[config.mk]
export PLATFORM = sky130hd
export DESIGN_NAME = procedure_unlock_stream_flat
export DESIGN_NICKNAME = d
export VERILOG_FILES = /design/src/hdl/pus_pkg.sv /design/src/hdl/pus_in_if.sv /design/src/hdl/pus_out_if.sv /design/src/hdl/pus_keygen.sv /design/src/hdl/procedure_unlock_stream.sv /design/src/flat_wrapper.sv
export SDC_FILE = /design/constraint.sdc
export NUM_CORES = 1
export LEC_CHECK = 0
export BUFFER_PORTS_ARGS = -buffer_cell sky130_fd_sc_hd__buf_2
export CAP_MARGIN = 20
export CORE_MARGIN = 10
export CORE_UTILIZATION = 42
export CTS_CLUSTER_DIAMETER = 50
export DETAILED_ROUTE_END_ITERATION = 7
export RECOVER_POWER = 25
export SETUP_SLACK_MARGIN = 0.02
export SLEW_MARGIN = 5
export SYNTH_ARGS = -nofsm -noshare
export SYNTH_HDL_FRONTEND = slang
export SYNTH_HIERARCHICAL = 1
export SYNTH_SLANG_ARGS = --single-unit
[constraint.sdc]
create_clock -name clk -period 8.53 [get_ports clk]
set_clock_uncertainty 0.15 [all_clocks]
set_input_delay 0 -clock clk [delete_from_list [all_inputs] [get_ports clk]]
set_output_delay 0 -clock clk [all_outputs]
set_load 0.005 [all_outputs]
[src/hdl/pus_pkg.sv]
package pus_pkg;

  localparam int unsigned HEADER_BYTES = 20;
  localparam int unsigned LEN_FIRST    = 16;
  localparam int unsigned PROC_MIN_LEN = 12;

  localparam logic [15:0] PROC_CODE      = 16'h0376;
  localparam logic [7:0]  FLAG_COMPILED  = 8'h10;
  localparam logic [7:0]  FLAG_ENCRYPTED = 8'h20;
  localparam logic [7:0]  FLAG_LOCKED    = 8'h40;
  localparam logic [32:0] PROC_EXTRA     = 33'd14;

  localparam logic [8:0] POS_TOKEN_HI = 9'd2;
  localparam logic [8:0] POS_TOKEN_LO = 9'd3;
  localparam logic [8:0] POS_BODY     = 9'd4;
  localparam logic [8:0] POS_SIZE_END = 9'd7;
  localparam logic [8:0] POS_ACCEL_HI = 9'd8;
  localparam logic [8:0] POS_ACCEL_LO = 9'd9;
  localparam logic [8:0] POS_FLAGS    = 9'd10;
  localparam logic [8:0] POS_SEED     = 9'd11;

  localparam logic [1:0] ST_OK           = 2'd0;
  localparam logic [1:0] ST_LINE_ERR     = 2'd1;
  localparam logic [1:0] ST_BAD_PROC_LEN = 2'd2;
  localparam logic [1:0] ST_ZERO_IN_PROC = 2'd3;

  typedef struct packed {
    logic        restart;
    logic        clear_phase;
    logic        start_proc;
    logic        load_accel;
    logic        load_main;
    logic        advance;
    logic [7:0]  data;
    logic [31:0] proc_size;
  } key_ctl_t;

endpackage

[src/hdl/pus_in_if.sv]
interface pus_in_if;
  logic       valid;
  logic       ready;
  logic [7:0] data_in;
  logic       first_byte;

  modport source (output valid, output data_in, output first_byte, input ready);
  modport sink (input valid, input data_in, input first_byte, output ready);
endinterface

[src/hdl/pus_out_if.sv]
interface pus_out_if;
  logic        valid;
  logic        ready;
  logic [7:0]  data_out;
  logic [1:0]  status;
  logic        decrypting;
  logic [15:0] unlock_count;

  modport source (output valid, output data_out, output status, output decrypting,
                  output unlock_count, input ready);
  modport sink (input valid, input data_out, input status, input decrypting,
                input unlock_count, output ready);
endinterface

[src/hdl/pus_keygen.sv]
module pus_keygen
  import pus_pkg::*;
(
  input  logic       clk,
  input  logic       rst,
  input  logic       en,
  input  key_ctl_t   ctl,
  output logic [7:0] key_byte
);

  logic [31:0] key_main, key_main_next;
  logic [31:0] key_step, key_step_next;
  logic [15:0] key_accel, key_accel_next;
  logic        pair_phase, pair_phase_next;
  logic [31:0] sum;

  assign key_byte = pair_phase ? key_main[7:0] : key_main[15:8];
  assign sum      = key_main + key_step;

  always_comb begin
    key_main_next   = key_main;
    key_step_next   = key_step;
    key_accel_next  = key_accel;
    pair_phase_next = pair_phase;
    if (ctl.restart) begin
      key_main_next   = '0;
      key_step_next   = 32'd1;
      key_accel_next  = '0;
      pair_phase_next = 1'b0;
    end else begin
      if (ctl.advance) begin
        if (!pair_phase) begin
          pair_phase_next = 1'b1;
        end else begin
          key_main_next   = {sum[0], sum[31:1]};
          key_step_next   = key_step + {16'd0, key_accel};
          pair_phase_next = 1'b0;
        end
      end
      if (ctl.load_accel) begin
        key_accel_next = {key_accel[7:0], ctl.data};
      end
      if (ctl.load_main) begin
        key_main_next = {ctl.proc_size[23:0], ctl.data};
      end
      if (ctl.start_proc) begin
        key_step_next   = 32'd1;
        pair_phase_next = 1'b0;
      end
      if (ctl.clear_phase) begin
        pair_phase_next = 1'b0;
      end
    end
  end

  always_ff @(posedge clk) begin
    if (rst) begin
      key_main   <= '0;
      key_step   <= 32'd1;
      key_accel  <= '0;
      pair_phase <= 1'b0;
    end else if (en) begin
      key_main   <= key_main_next;
      key_step   <= key_step_next;
      key_accel  <= key_accel_next;
      pair_phase <= pair_phase_next;
    end
  end

endmodule

[src/hdl/procedure_unlock_stream.sv]
// Streams a tokenized program listing one byte per transfer and returns one byte per
// transfer: the 20-byte file header passes through, then each line is parsed by its
// leading word-length byte, procedure lines lose their locked flag, and an encrypted
// procedure that fits in the listing and is not compiled has its flag cleared and the
// lines in its range XOR-decrypted after their four-byte line headers. Every byte is
// handled combinationally between the input handshake and the result register, so one
// byte is taken each clock while the result side keeps up; the result register parts
// the two sides and a stalled result holds the input off. Assert first_byte on byte 0
// of each file to restart parsing. After a line length error or a zero line in a decrypted
// range the rest of the file passes through unchanged until the next first_byte.
module procedure_unlock_stream
  import pus_pkg::*;
(
  input logic       clk,
  input logic       rst,
  pus_in_if.sink    item,
  pus_out_if.source result
);

  logic [4:0]  header_count, header_count_next;
  logic [31:0] listing_remaining, listing_remaining_next;
  logic [8:0]  line_position, line_position_next;
  logic [8:0]  line_bytes, line_bytes_next;
  logic [15:0] token_word, token_word_next;
  logic [31:0] proc_size, proc_size_next;
  logic [31:0] proc_offset, proc_offset_next;
  logic        decrypt_active, decrypt_active_next;
  logic        line_encrypted, line_encrypted_next;
  logic        halted, halted_next;
  logic [15:0] found_count, found_count_next;

  logic        fire;
  logic [7:0]  d;
  logic [7:0]  ob;
  logic [1:0]  st;
  logic        dec;
  logic [8:0]  x;
  logic [9:0]  pos_inc;
  logic        in_range;
  logic        is_proc;
  logic        bump_enc, bump_lock;
  logic [15:0] count_mid;
  logic [32:0] proc_limit;
  logic [32:0] left;
  logic [7:0]  key_byte;
  key_ctl_t    kctl;

  assign item.ready = !result.valid || result.ready;
  assign fire       = item.valid && item.ready;
  assign d          = item.data_in;
  assign x          = {d, 1'b0};
  assign proc_limit = {1'b0, proc_size} + PROC_EXTRA;
  assign left       = {1'b0, listing_remaining} + {24'd0, line_bytes};
  assign pos_inc    = {1'b0, line_position} + 10'd1;

  pus_keygen u_keygen (
    .clk      (clk),
    .rst      (rst),
    .en       (fire),
    .ctl      (kctl),
    .key_byte (key_byte)
  );

  always_comb begin
    header_count_next      = header_count;
    listing_remaining_next = listing_remaining;
    line_position_next     = line_position;
    line_bytes_next        = line_bytes;
    token_word_next        = token_word;
    proc_size_next         = proc_size;
    proc_offset_next       = proc_offset;
    decrypt_active_next    = decrypt_active;
    line_encrypted_next    = line_encrypted;
    halted_next            = halted;
    ob                     = d;
    st                     = ST_OK;
    dec                    = 1'b0;
    in_range               = 1'b0;
    is_proc                = 1'b0;
    bump_enc               = 1'b0;
    bump_lock              = 1'b0;
    kctl                   = '0;
    kctl.data              = d;
    kctl.proc_size         = proc_size;

    if (item.first_byte) begin
      header_count_next      = 5'd1;
      listing_remaining_next = '0;
      line_position_next     = '0;
      line_bytes_next        = '0;
      token_word_next        = '0;
      proc_size_next         = '0;
      proc_offset_next       = '0;
      decrypt_active_next    = 1'b0;
      line_encrypted_next    = 1'b0;
      halted_next            = 1'b0;
      kctl.restart           = 1'b1;
    end else if (header_count < 5'(HEADER_BYTES)) begin
      if (header_count >= 5'(LEN_FIRST)) begin
        listing_remaining_next = {listing_remaining[23:0], d};
      end
      header_count_next = header_count + 5'd1;
    end else if (!halted) begin
      if (line_position == '0) begin
        if (listing_remaining == '0) begin
          decrypt_active_next = 1'b0;
          line_encrypted_next = 1'b0;
        end else begin
          in_range = decrypt_active && ({1'b0, proc_offset} < proc_limit);
          if (!in_range) begin
            decrypt_active_next = 1'b0;
          end
          if (x == '0) begin
            st                  = in_range ? ST_ZERO_IN_PROC : ST_LINE_ERR;
            halted_next         = 1'b1;
            decrypt_active_next = 1'b0;
            line_encrypted_next = 1'b0;
          end else if ({23'd0, x} > listing_remaining) begin
            st                  = ST_LINE_ERR;
            halted_next         = 1'b1;
            decrypt_active_next = 1'b0;
            line_encrypted_next = 1'b0;
          end else begin
            listing_remaining_next = listing_remaining - {23'd0, x};
            line_bytes_next        = x;
            line_position_next     = 9'd1;
            line_encrypted_next    = in_range;
            kctl.clear_phase       = 1'b1;
            if (in_range) begin
              proc_offset_next = proc_offset + {23'd0, x};
            end
          end
        end
      end else begin
        if (line_encrypted && line_position >= POS_BODY) begin
          dec          = 1'b1;
          ob           = d ^ key_byte;
          kctl.advance = 1'b1;
        end
        if (line_position == POS_TOKEN_HI || line_position == POS_TOKEN_LO) begin
          token_word_next = {token_word[7:0], d};
        end
        is_proc = line_bytes >= 9'(PROC_MIN_LEN) && token_word_next == PROC_CODE;
        if (is_proc && !line_encrypted) begin
          if (line_position inside {[POS_BODY:POS_SIZE_END]}) begin
            proc_size_next = {proc_size[23:0], d};
          end else if (line_position inside {POS_ACCEL_HI, POS_ACCEL_LO}) begin
            kctl.load_accel = 1'b1;
          end else if (line_position == POS_SEED) begin
            kctl.load_main = 1'b1;
          end
        end
        if (is_proc && line_position == POS_FLAGS) begin
          if (!line_encrypted && (ob & FLAG_ENCRYPTED) != '0) begin
            if (proc_limit < left) begin
              bump_enc = 1'b1;
              if ((ob & FLAG_COMPILED) == '0) begin
                ob                  = ob & ~FLAG_ENCRYPTED;
                decrypt_active_next = 1'b1;
                proc_offset_next    = {23'd0, line_bytes};
                kctl.start_proc     = 1'b1;
              end
            end else begin
              st = ST_BAD_PROC_LEN;
            end
          end
          if ((ob & FLAG_LOCKED) != '0) begin
            ob        = ob & ~FLAG_LOCKED;
            bump_lock = 1'b1;
          end
        end
        if (pos_inc >= {1'b0, line_bytes}) begin
          line_position_next = '0;
        end else begin
          line_position_next = pos_inc[8:0];
        end
      end
    end

    if (item.first_byte) begin
      count_mid        = '0;
      found_count_next = '0;
    end else begin
      count_mid = (bump_enc && found_count != 16'hFFFF) ? found_count + 16'd1
                                                         : found_count;
      found_count_next = (bump_lock && count_mid != 16'hFFFF) ? count_mid + 16'd1
                                                              : count_mid;
    end
  end

  always_ff @(posedge clk) begin
    if (rst) begin
      header_count      <= '0;
      listing_remaining <= '0;
      line_position     <= '0;
      line_bytes        <= '0;
      token_word        <= '0;
      proc_size         <= '0;
      proc_offset       <= '0;
      decrypt_active    <= 1'b0;
      line_encrypted    <= 1'b0;
      halted            <= 1'b0;
      found_count       <= '0;
    end else if (fire) begin
      header_count      <= header_count_next;
      listing_remaining <= listing_remaining_next;
      line_position     <= line_position_next;
      line_bytes        <= line_bytes_next;
      token_word        <= token_word_next;
      proc_size         <= proc_size_next;
      proc_offset       <= proc_offset_next;
      decrypt_active    <= decrypt_active_next;
      line_encrypted    <= line_encrypted_next;
      halted            <= halted_next;
      found_count       <= found_count_next;
    end
  end

  always_ff @(posedge clk) begin
    if (rst) begin
      result.valid <= 1'b0;
    end else if (fire) begin
      result.valid <= 1'b1;
    end else if (result.ready) begin
      result.valid <= 1'b0;
    end
  end

  always_ff @(posedge clk) begin
    if (fire) begin
      result.data_out     <= ob;
      result.status       <= st;
      result.decrypting   <= dec;
      result.unlock_count <= found_count_next;
    end
  end

endmodule

[src/flat_wrapper.sv]
// flat-port wrapper written by rule: the top's interface ports become plain ports
module procedure_unlock_stream_flat import pus_pkg::*;
  (clk, rst, item_valid, item_data_in, item_first_byte, item_ready, result_valid, result_data_out, result_status, result_decrypting, result_unlock_count, result_ready);
  pus_in_if item_i ();
  pus_out_if result_i ();
  input logic clk;
  input logic rst;
  input wire logic [$bits(item_i.valid)-1:0] item_valid;
  input wire logic [$bits(item_i.data_in)-1:0] item_data_in;
  input wire logic [$bits(item_i.first_byte)-1:0] item_first_byte;
  output wire logic [$bits(item_i.ready)-1:0] item_ready;
  output wire logic [$bits(result_i.valid)-1:0] result_valid;
  output wire logic [$bits(result_i.data_out)-1:0] result_data_out;
  output wire logic [$bits(result_i.status)-1:0] result_status;
  output wire logic [$bits(result_i.decrypting)-1:0] result_decrypting;
  output wire logic [$bits(result_i.unlock_count)-1:0] result_unlock_count;
  input wire logic [$bits(result_i.ready)-1:0] result_ready;
  assign item_i.valid = item_valid;
  assign item_i.data_in = item_data_in;
  assign item_i.first_byte = item_first_byte;
  assign item_ready = item_i.ready;
  assign result_valid = result_i.valid;
  assign result_data_out = result_i.data_out;
  assign result_status = result_i.status;
  assign result_decrypting = result_i.decrypting;
  assign result_unlock_count = result_i.unlock_count;
  assign result_i.ready = result_ready;
  procedure_unlock_stream u_core (.clk(clk), .rst(rst), .item(item_i), .result(result_i));
endmodule
==> results of run 1 <==
-- kinds of logic after synthesis --
| family | Yosys count |
|---|---|
| and+or+nand+nor | 905 |
| xor gates and xnor gates | 160 |
| muxes | 36 |
| AOI/OAI and AO/OA | 626 |
| DFF | 261 |
| adders and majority gates | 155 |
| buffers and inverters | 249 |
-- cell usage after synthesis, types with 25 or more instances --
library cell	instances	area, um2
inv_1	127	476.7
clkbuf_1	95	356.6
xor2_1	65	569.3
nor3b_1	38	285.3
nand3_1	64	320.3
a21oi_1	213	1066
nand4_1	45	281.5
mux2i_1	25	250.2
nand2_1	203	762.0
o21ai_0	85	425.4
and3_1	33	206.5
edfxtp_1	27	810.8
a21o_1	50	375.4
xnor2_1	95	832.1
nor2_1	275	1032
nor3_1	67	335.3
a22oi_1	53	397.9
dfxtp_1	234	4684
or3_1	25	156.4
ha_1	150	1877
-- placed cells by master, fill, tap and decap left out, types with 21 or more instances in the layout --
| cell | instances |
|---|---|
| nor2_1 | 275 |
| dfxtp_1 | 234 |
| a21oi_1 | 213 |
| nand2_1 | 203 |
| ha_1 | 150 |
| inv_1 | 128 |
| xnor2_1 | 95 |
| o21ai_0 | 86 |
| nor3_1 | 67 |
| xor2_1 | 65 |
| nand3_1 | 64 |
| a22oi_1 | 53 |
| a21o_1 | 50 |
| nand4_1 | 45 |
| clkbuf_16 | 44 |
| nor3b_1 | 38 |
| clkbuf_1 | 35 |
| and3_1 | 33 |
| edfxtp_1 | 27 |
| or3_1 | 25 |
| mux2i_1 | 25 |
| buf_4 | 22 |
| nor2b_1 | 21 |
-- power breakdown --
group | total [uW] | switching, uW | internal [uW]
combinational | 225 | 156 | 69.3
sequential | 1270 | 14.3 | 1260
clock | 1710 | 669 | 1040
total | 3200 | 839 | 2360
-- sequential cells by signal, indices dropped and copies added, names as in the netlist, 5 cells and up --
register / flops
u_core/proc_offset: 31
u_core/u_keygen/key_main: 32
u_core/found_count: 16
u_core/header_count: 5
u_core/token_word: 16
u_core/line_position: 9
u_core/proc_size: 32
u_core/listing_remaining: 32
u_core/u_keygen/key_step: 32
u_core/u_keygen/key_accel: 16
u_core/result.data_out: 8
u_core/line_bytes: 8
u_core/result.unlock_count: 16
-- per-stage QoR --
| step | power [uW] | util, % | setup slack [ns] | instances |
|---|---|---|---|---|
| after floorplan | 1434 | - | 2.501 | 2392 |
| after global placement | 1509 | 44.22 | 1.675 | 2927 |
| after detailed placement | 1513 | 44.25 | 1.480 | 2929 |
| after CTS | 3245 | 47.66 | 1.404 | 3017 |
| after global routing | 3316 | 47.58 | 0.7437 | 3020 |
| final | 3203 | 47.58 | 1.274 | 3020 |
-- path summary, 6_finish.rpt --
check                                               endpoint  slack, ns  cells past startpoint                   startpoint
worst min-delay path                  u_core/header_count[2]       0.09                      5                 result_ready
worst max register to register  u_core/u_keygen/key_step[23]       1.27                     25  u_core/listing_remaining[2]
worst min register to register          u_core/proc_size[28]       0.36                      2         u_core/proc_size[28]
worst max-delay path            u_core/u_keygen/key_step[23]       1.27                     25  u_core/listing_remaining[2]
-- per-layer routing --
metal | share of wire (%) | global-route usage (%) | vias to the layer above
met4 | 2.4 | 5.782 | 0
met1 | 46 | 27.76 | 8434
met2 | 46 | 33.20 | 487
met3 | 5.1 | 3.103 | 92
met5 | 0 | 0 | -
li1 | - | - | 8704
-- critical path, cell delays in order, from the launching register on --
cell and delay, ns:
dfxtp_1 0.50, ha_1 0.29, a21o_1 0.16, a21oi_1 0.22, o21ai_0 0.12, a21oi_1 0.23
o21bai_1 0.09, a21oi_1 0.22, nor2b_1 0.07, o21ai_0 0.46, nor3_1 0.29, nand2_1 0.16
xnor2_1 0.14, ha_1 0.29, a21oi_1 0.16, o21ai_0 0.14, a21oi_1 0.42, nand2_1 0.21
nor3_1 0.71, and3_1 0.37, or2_1 0.30, o21a_1 0.26, nand2_1 0.12, a211oi_2 0.65
a21boi_0 0.19, o21a_1 0.22
-- cell type report --
class	instances	area, um2	share of cell area (%)
Clock buffer	51	1157	5.465
Sequential cell	261	5495	25.95
Timing Repair Buffer	81	496.7	2.346
Tap cell	592	740.7	3.498
Inverter	129	484.2	2.287
Clock inverter	24	230.2	1.087
Multi-Input combinational cell	1882	12570	59.37
==> key figures, run 1 <==
Drt
  • WL/cell: 18.86 um
  • DRC: 0
  • Detailed Route WL: between 50 and 60 mm
  • Detailed-route via count: 17717
  • Drt pass-1 iters: 7
  • Routed Antenna Nets: 0
  • Vias per cell: 5.867
  • DRT iter0 DRCs: 1341

Power
  • Power Dens Cells: roughly 150 nW/um2
  • Peak VDD IR: 173.3 uV
  • Pleak: 0.008226 uW

Clock tree
  • CTS Buf Count: 42
  • CTS Hold Buffers Added: 13
  • CTS tree: built
  • # H-tree levels: 2
  • Clk root buf: clkbuf_16
  • Worst skew pair latency: 0.57 ns
  • Clk buf depth: 3
  • Clock Sinks: 261
  • Post-CTS Resized: 0
  • Setup bufs post-CTS: 0
  • Worst-path clk slew: 0.06 ns

Global route
  • Initial antenna violation count: 0
  • Pin count of the biggest net entering global routing: 65
  • Overall routing resource usage: roughly a fifth
  • Vias in the first global route: 16612
  • GRT Residual Overflow: 0
  • First-pass GRT wire length: 90.84 mm

Floorplanning
  • Row count: 77
  • Initial Utilization: 42.76%
  • Boundary Pins: 42
  • Core ar.: between 40000 and 50000 um2
  • DIE HEIGHT: around 230 um
  • Die X: 232.9 um
  • Die ar.: 54230 um2

Timing
  • Hold Vio Cnt, Final: 0
  • Final Max Tran Viols: 122
  • Worst-Margin Slew: 3.354 ns
  • Sum of negative setup slack: 0 ns
  • Part of the cycle the worst path needs: a little under nine tenths
  • Final min period: 7.256 ns
  • Rel. slew slack: -123.6%
  • RSZ-0062 raised after global routing: no
  • Final setup fails: 0
  • Fmax: approximately 0.14 GHz
  • Hold Slack: between 0.08 and 0.09 ns

Finish
  • Final layout net count: 2565
  • Fin area: 21180 um2
  • # diodes: 0
  • Area Growth Syn to Fin: 11.26%
  • Filler Cells Inserted: 4433
  • Fraction of layout instances using a drive strength above 1: 8.114%

Synthesis
  • Number of synthesized flops with an enable pin: 27
  • Yosys warnings: 6
  • Syn Nets: 2560
  • Post-Syn Area: 19030 um2
  • Area fraction in compound gates after synthesis: roughly 22%
  • Synth Area in XOR/XNOR: 7.363%
  • Ys async rst share: 0%
  • Mapped Cells: 2392
  • Post-synth top flop: dfxtp_1
  • Synth Register Bits: between 200 and 300
  • Post-synthesis sequential area ratio: between 20 and 30%
  • Largest family of logic cells by synthesized area: simple AND/OR/NAND/NOR gates
  • Synth Area in Adders: between 10% and 20%
  • Mux contribution to synthesized area: 1.966%
  • Synth Area in Simple Gates: 23.99%
  • Mapped Avg Cell Area: 7.957 um2
  • Synth cell types: 110

Worst setup path
  • Startpoint Class: flip-flop
  • Worst EP arrival: 7.56 ns
  • Worst setup EP type: flip-flop
  • Critical-path maximum fanout: 12
  • Worst EP required: a little under 9 ns
  • Critical path class: reg -> reg

Place
  • Port Buffers: between 40 and 50
  • Post-Place Cell Area: 19700 um2
  • Gp weighted congestion: 0.9255
  • DPL Wire Length: 41.42 mm

Min path
  • Hold Path Class: in -> reg

Outcome
  • Failing checks: max-capacitance violations, max-slew violations
  • Outcome: complete, but fails checks

Flow run
  • Max-cap violations: 3
(Power assumes the default switching activity.)
==> run 2, diff against run 1 <==
--- a/constraint.sdc
+++ b/constraint.sdc
@@ -3,3 +3,3 @@
 set_input_delay 0 -clock clk [delete_from_list [all_inputs] [get_ports clk]]
 set_output_delay 0 -clock clk [all_outputs]
-set_load 0.005 [all_outputs]
+set_load 0.1 [all_outputs]
==> key figures, run 2 (synthesis gave the netlist of run 1 again) <==
Outcome
  • Failing checks: max-capacitance violations, max-slew violations
  • Outcome: complete, but fails checks

Clock tree
  • Worst-path clk slew: 0.05 ns (about the same)
  • CTS Hold Buffers Added: 13 (unchanged)
  • Setup bufs post-CTS: 0 (unchanged)
  • Clock Sinks: 261 (unchanged)
  • Clk root buf: clkbuf_16
  • Post-CTS Resized: 0 (unchanged)
  • CTS tree: built
  • CTS Buf Count: 42 (unchanged)
  • Worst skew pair latency: 0.57 ns (about the same)
  • # H-tree levels: 2 (unchanged)
  • Clk buf depth: 3 (unchanged)

Worst setup path
  • R2r startpoint: u_core/listing_remaining[2]
  • Worst EP arrival: 7.55 ns (about the same)
  • Worst setup EP type: flip-flop
  • Reg2reg end: u_core/u_keygen/key_step[23]
  • Critical path class: reg -> reg
  • Startpoint Class: flip-flop
  • Reg2Reg Depth: 25 (unchanged)
  • Critical-path maximum fanout: 12 (unchanged)
  • Worst EP required: 8.84 ns (about the same)
  • R2R setup slack: 1.29 ns (+0.02 ns)
  • Critical path origin: u_core/listing_remaining[2]
  • Crit path to: u_core/u_keygen/key_step[23]

Finish
  • Fraction of layout instances using a drive strength above 1: 8.031% (-0.082 points)
  • Final layout net count: 2565 (unchanged)
  • Filler Cells Inserted: 4435 (+0.045%)
  • # diodes: 0 (unchanged)
  • Register Area: 5495 um2 (unchanged)
  • Area of the multi-input gates: 12570 um2 (unchanged)
  • Area Growth Syn to Fin: 11.25% (about the same)
  • Most frequent cells in the layout: nor2_1, dfxtp_1, a21oi_1
  • Fin area: 21170 um2 (about the same)
  • Leading cell type in the layout, fill and taps excluded: nor2_1

Power
  • Sw frac: 27.34% (+1.2 points)
  • Reg power frac: 39.0% (-0.6 points)
  • NetSw: 889.7 uW (+6.1%)
  • Total power: 3254 uW (+1.6%)
  • Pint: 2364 uW (about the same)
  • Comb power frac: 8.5% (+1.5 points)
  • Power Dens Cells: 153.7 nW/um2 (+1.6%)
  • Clk pwr share: 52.5% (-0.8 points)
  • Peak VDD IR: 174.2 uV (+0.48%)
  • Pleak: 0.008220 uW (about the same)

Global route
  • Initial antenna violation count: 0 (unchanged)
  • Overall routing resource usage: 20.51% (unchanged)
  • GRT Residual Overflow: 0 (unchanged)
  • First-pass GRT wire length: 90.84 mm (unchanged)
  • Pin count of the biggest net entering global routing: 65 (unchanged)
  • Vias in the first global route: 16612 (unchanged)

Timing
  • RSZ-0062 raised after global routing: no
  • Fmax: 0.1382 GHz (+0.26%)
  • Final min period: 7.238 ns (-0.01856 ns)
  • Hold Slack: 0.08779 ns (-0.001923 ns)
  • Worst-Margin Slew: 3.349 ns (-0.004877 ns)
  • Final setup fails: 0 (unchanged)
  • Sum of negative setup slack: 0 ns (unchanged)
  • Final Max Tran Viols: 122 (unchanged)
  • Part of the cycle the worst path needs: 84.85% (-0.22 points)
  • Hold Vio Cnt, Final: 0 (unchanged)
  • Rel. slew slack: -123.3% (+0.33 points)

Drt
  • Detailed-route via count: 17714 (-0.017%)
  • DRC: 0 (unchanged)
  • Vias per cell: 5.866 (about the same)
  • DRT iter0 DRCs: 1341 (unchanged)
  • Detailed Route WL: 56.95 mm (about the same)
  • WL/cell: 18.86 um (about the same)
  • Routed Antenna Nets: 0 (unchanged)
  • Drt pass-1 iters: 5 (-2)

Floorplanning
  • Core ar.: 44510 um2 (unchanged)
  • Initial Utilization: 42.76% (unchanged)
  • DIE HEIGHT: 232.9 um (unchanged)
  • Die ar.: 54230 um2 (unchanged)
  • Row count: 77 (unchanged)
  • Boundary Pins: 42 (unchanged)
  • Die X: 232.9 um (unchanged)

Place
  • DPL Wire Length: 41.42 mm (unchanged)
  • Gp weighted congestion: 0.9255 (unchanged)
  • Port Buffers: 41 (unchanged)
  • Post-Place Cell Area: 19700 um2 (unchanged)

Flow run
  • Max-cap violations: 3 (unchanged)

Min path
  • Hold Path Cell Cnt: 5 (unchanged)
  • Hold Path Class: in -> reg
-- run 2: cell count changes in the layout (fill, tap and decap cells not counted), sizes merged --
cell,change
buf,-2
clkbuf,+2
-- run 2: how the worst min path moves through the flow --
stage	startpoint	end	slack, ns
2_1_floorplan	item_valid	u_core/result.valid	-0.02
3_3_place_gp	item_valid	u_core/result.valid	0.1
3_5_place_dp	item_valid	u_core/result.valid	0.12
4_1_cts	result_ready	u_core/header_count[2]	0.05
5_1_grt	result_ready	u_core/header_count[2]	0.14
6_report	result_ready	u_core/header_count[2]	0.09
-- run 2: metal layers --
| metal | track usage [%] | up-vias | part of all wire, % |
|---|---|---|---|
| li1 | - | 8705 | - |
| met1 | 27.76 | 8436 | 46 |
| met2 | 33.20 | 480 | 46 |
| met3 | 3.103 | 93 | 5.3 |
| met4 | 5.782 | 0 | 2.4 |
| met5 | 0 | - | 0 |
-- run 2: worst max-delay path: stages, from the launching register on --
cell      delay [ns]
dfxtp_1         0.49
ha_1            0.29
a21o_1          0.16
a21oi_1         0.22
o21ai_0         0.12
a21oi_1         0.23
o21bai_1        0.09
a21oi_1         0.22
nor2b_1         0.07
o21ai_0         0.46
nor3_1          0.29
nand2_1         0.16
xnor2_1         0.14
ha_1            0.29
a21oi_1         0.17
o21ai_0         0.14
a21oi_1         0.42
nand2_1         0.21
nor3_1          0.70
and3_1          0.37
or2_1           0.30
o21a_1          0.26
nand2_1         0.12
a211oi_2        0.65
a21boi_0        0.19
o21a_1          0.22
-- run 2: power by group through the flow --
| stage | sequential [uW] | clock, uW | combinational, uW |
|---|---|---|---|
| floorplan | 1340 | 0 | 147 |
| global placement | 1290 | 0 | 265 |
| detailed placement | 1290 | 0 | 269 |
| CTS | 1270 | 1750 | 274 |
| global route | 1270 | 1800 | 298 |
| finish | 1270 | 1710 | 275 |
-- run 2: through the flow --
step / setup slack (ns) / cells / utilization, %
4_1_cts: 1.404 / 3017 / 47.66
6_report: 1.292 / 3020 / 47.57
2_1_floorplan: 2.501 / 2392 / -
3_5_place_dp: 1.480 / 2929 / 44.25
3_3_place_gp: 1.675 / 2927 / 44.22
5_1_grt: 0.7437 / 3020 / 47.57
-- run 2: area by class of cell --
class / instances / area share, %
sequential: 261 / 25.95
clock inverter: 24 / 1.087
timing repair buffer: 81 / 2.334
inverter: 129 / 2.287
tap: 592 / 3.498
multi-input combinational: 1882 / 59.37
clock buffer: 51 / 5.466
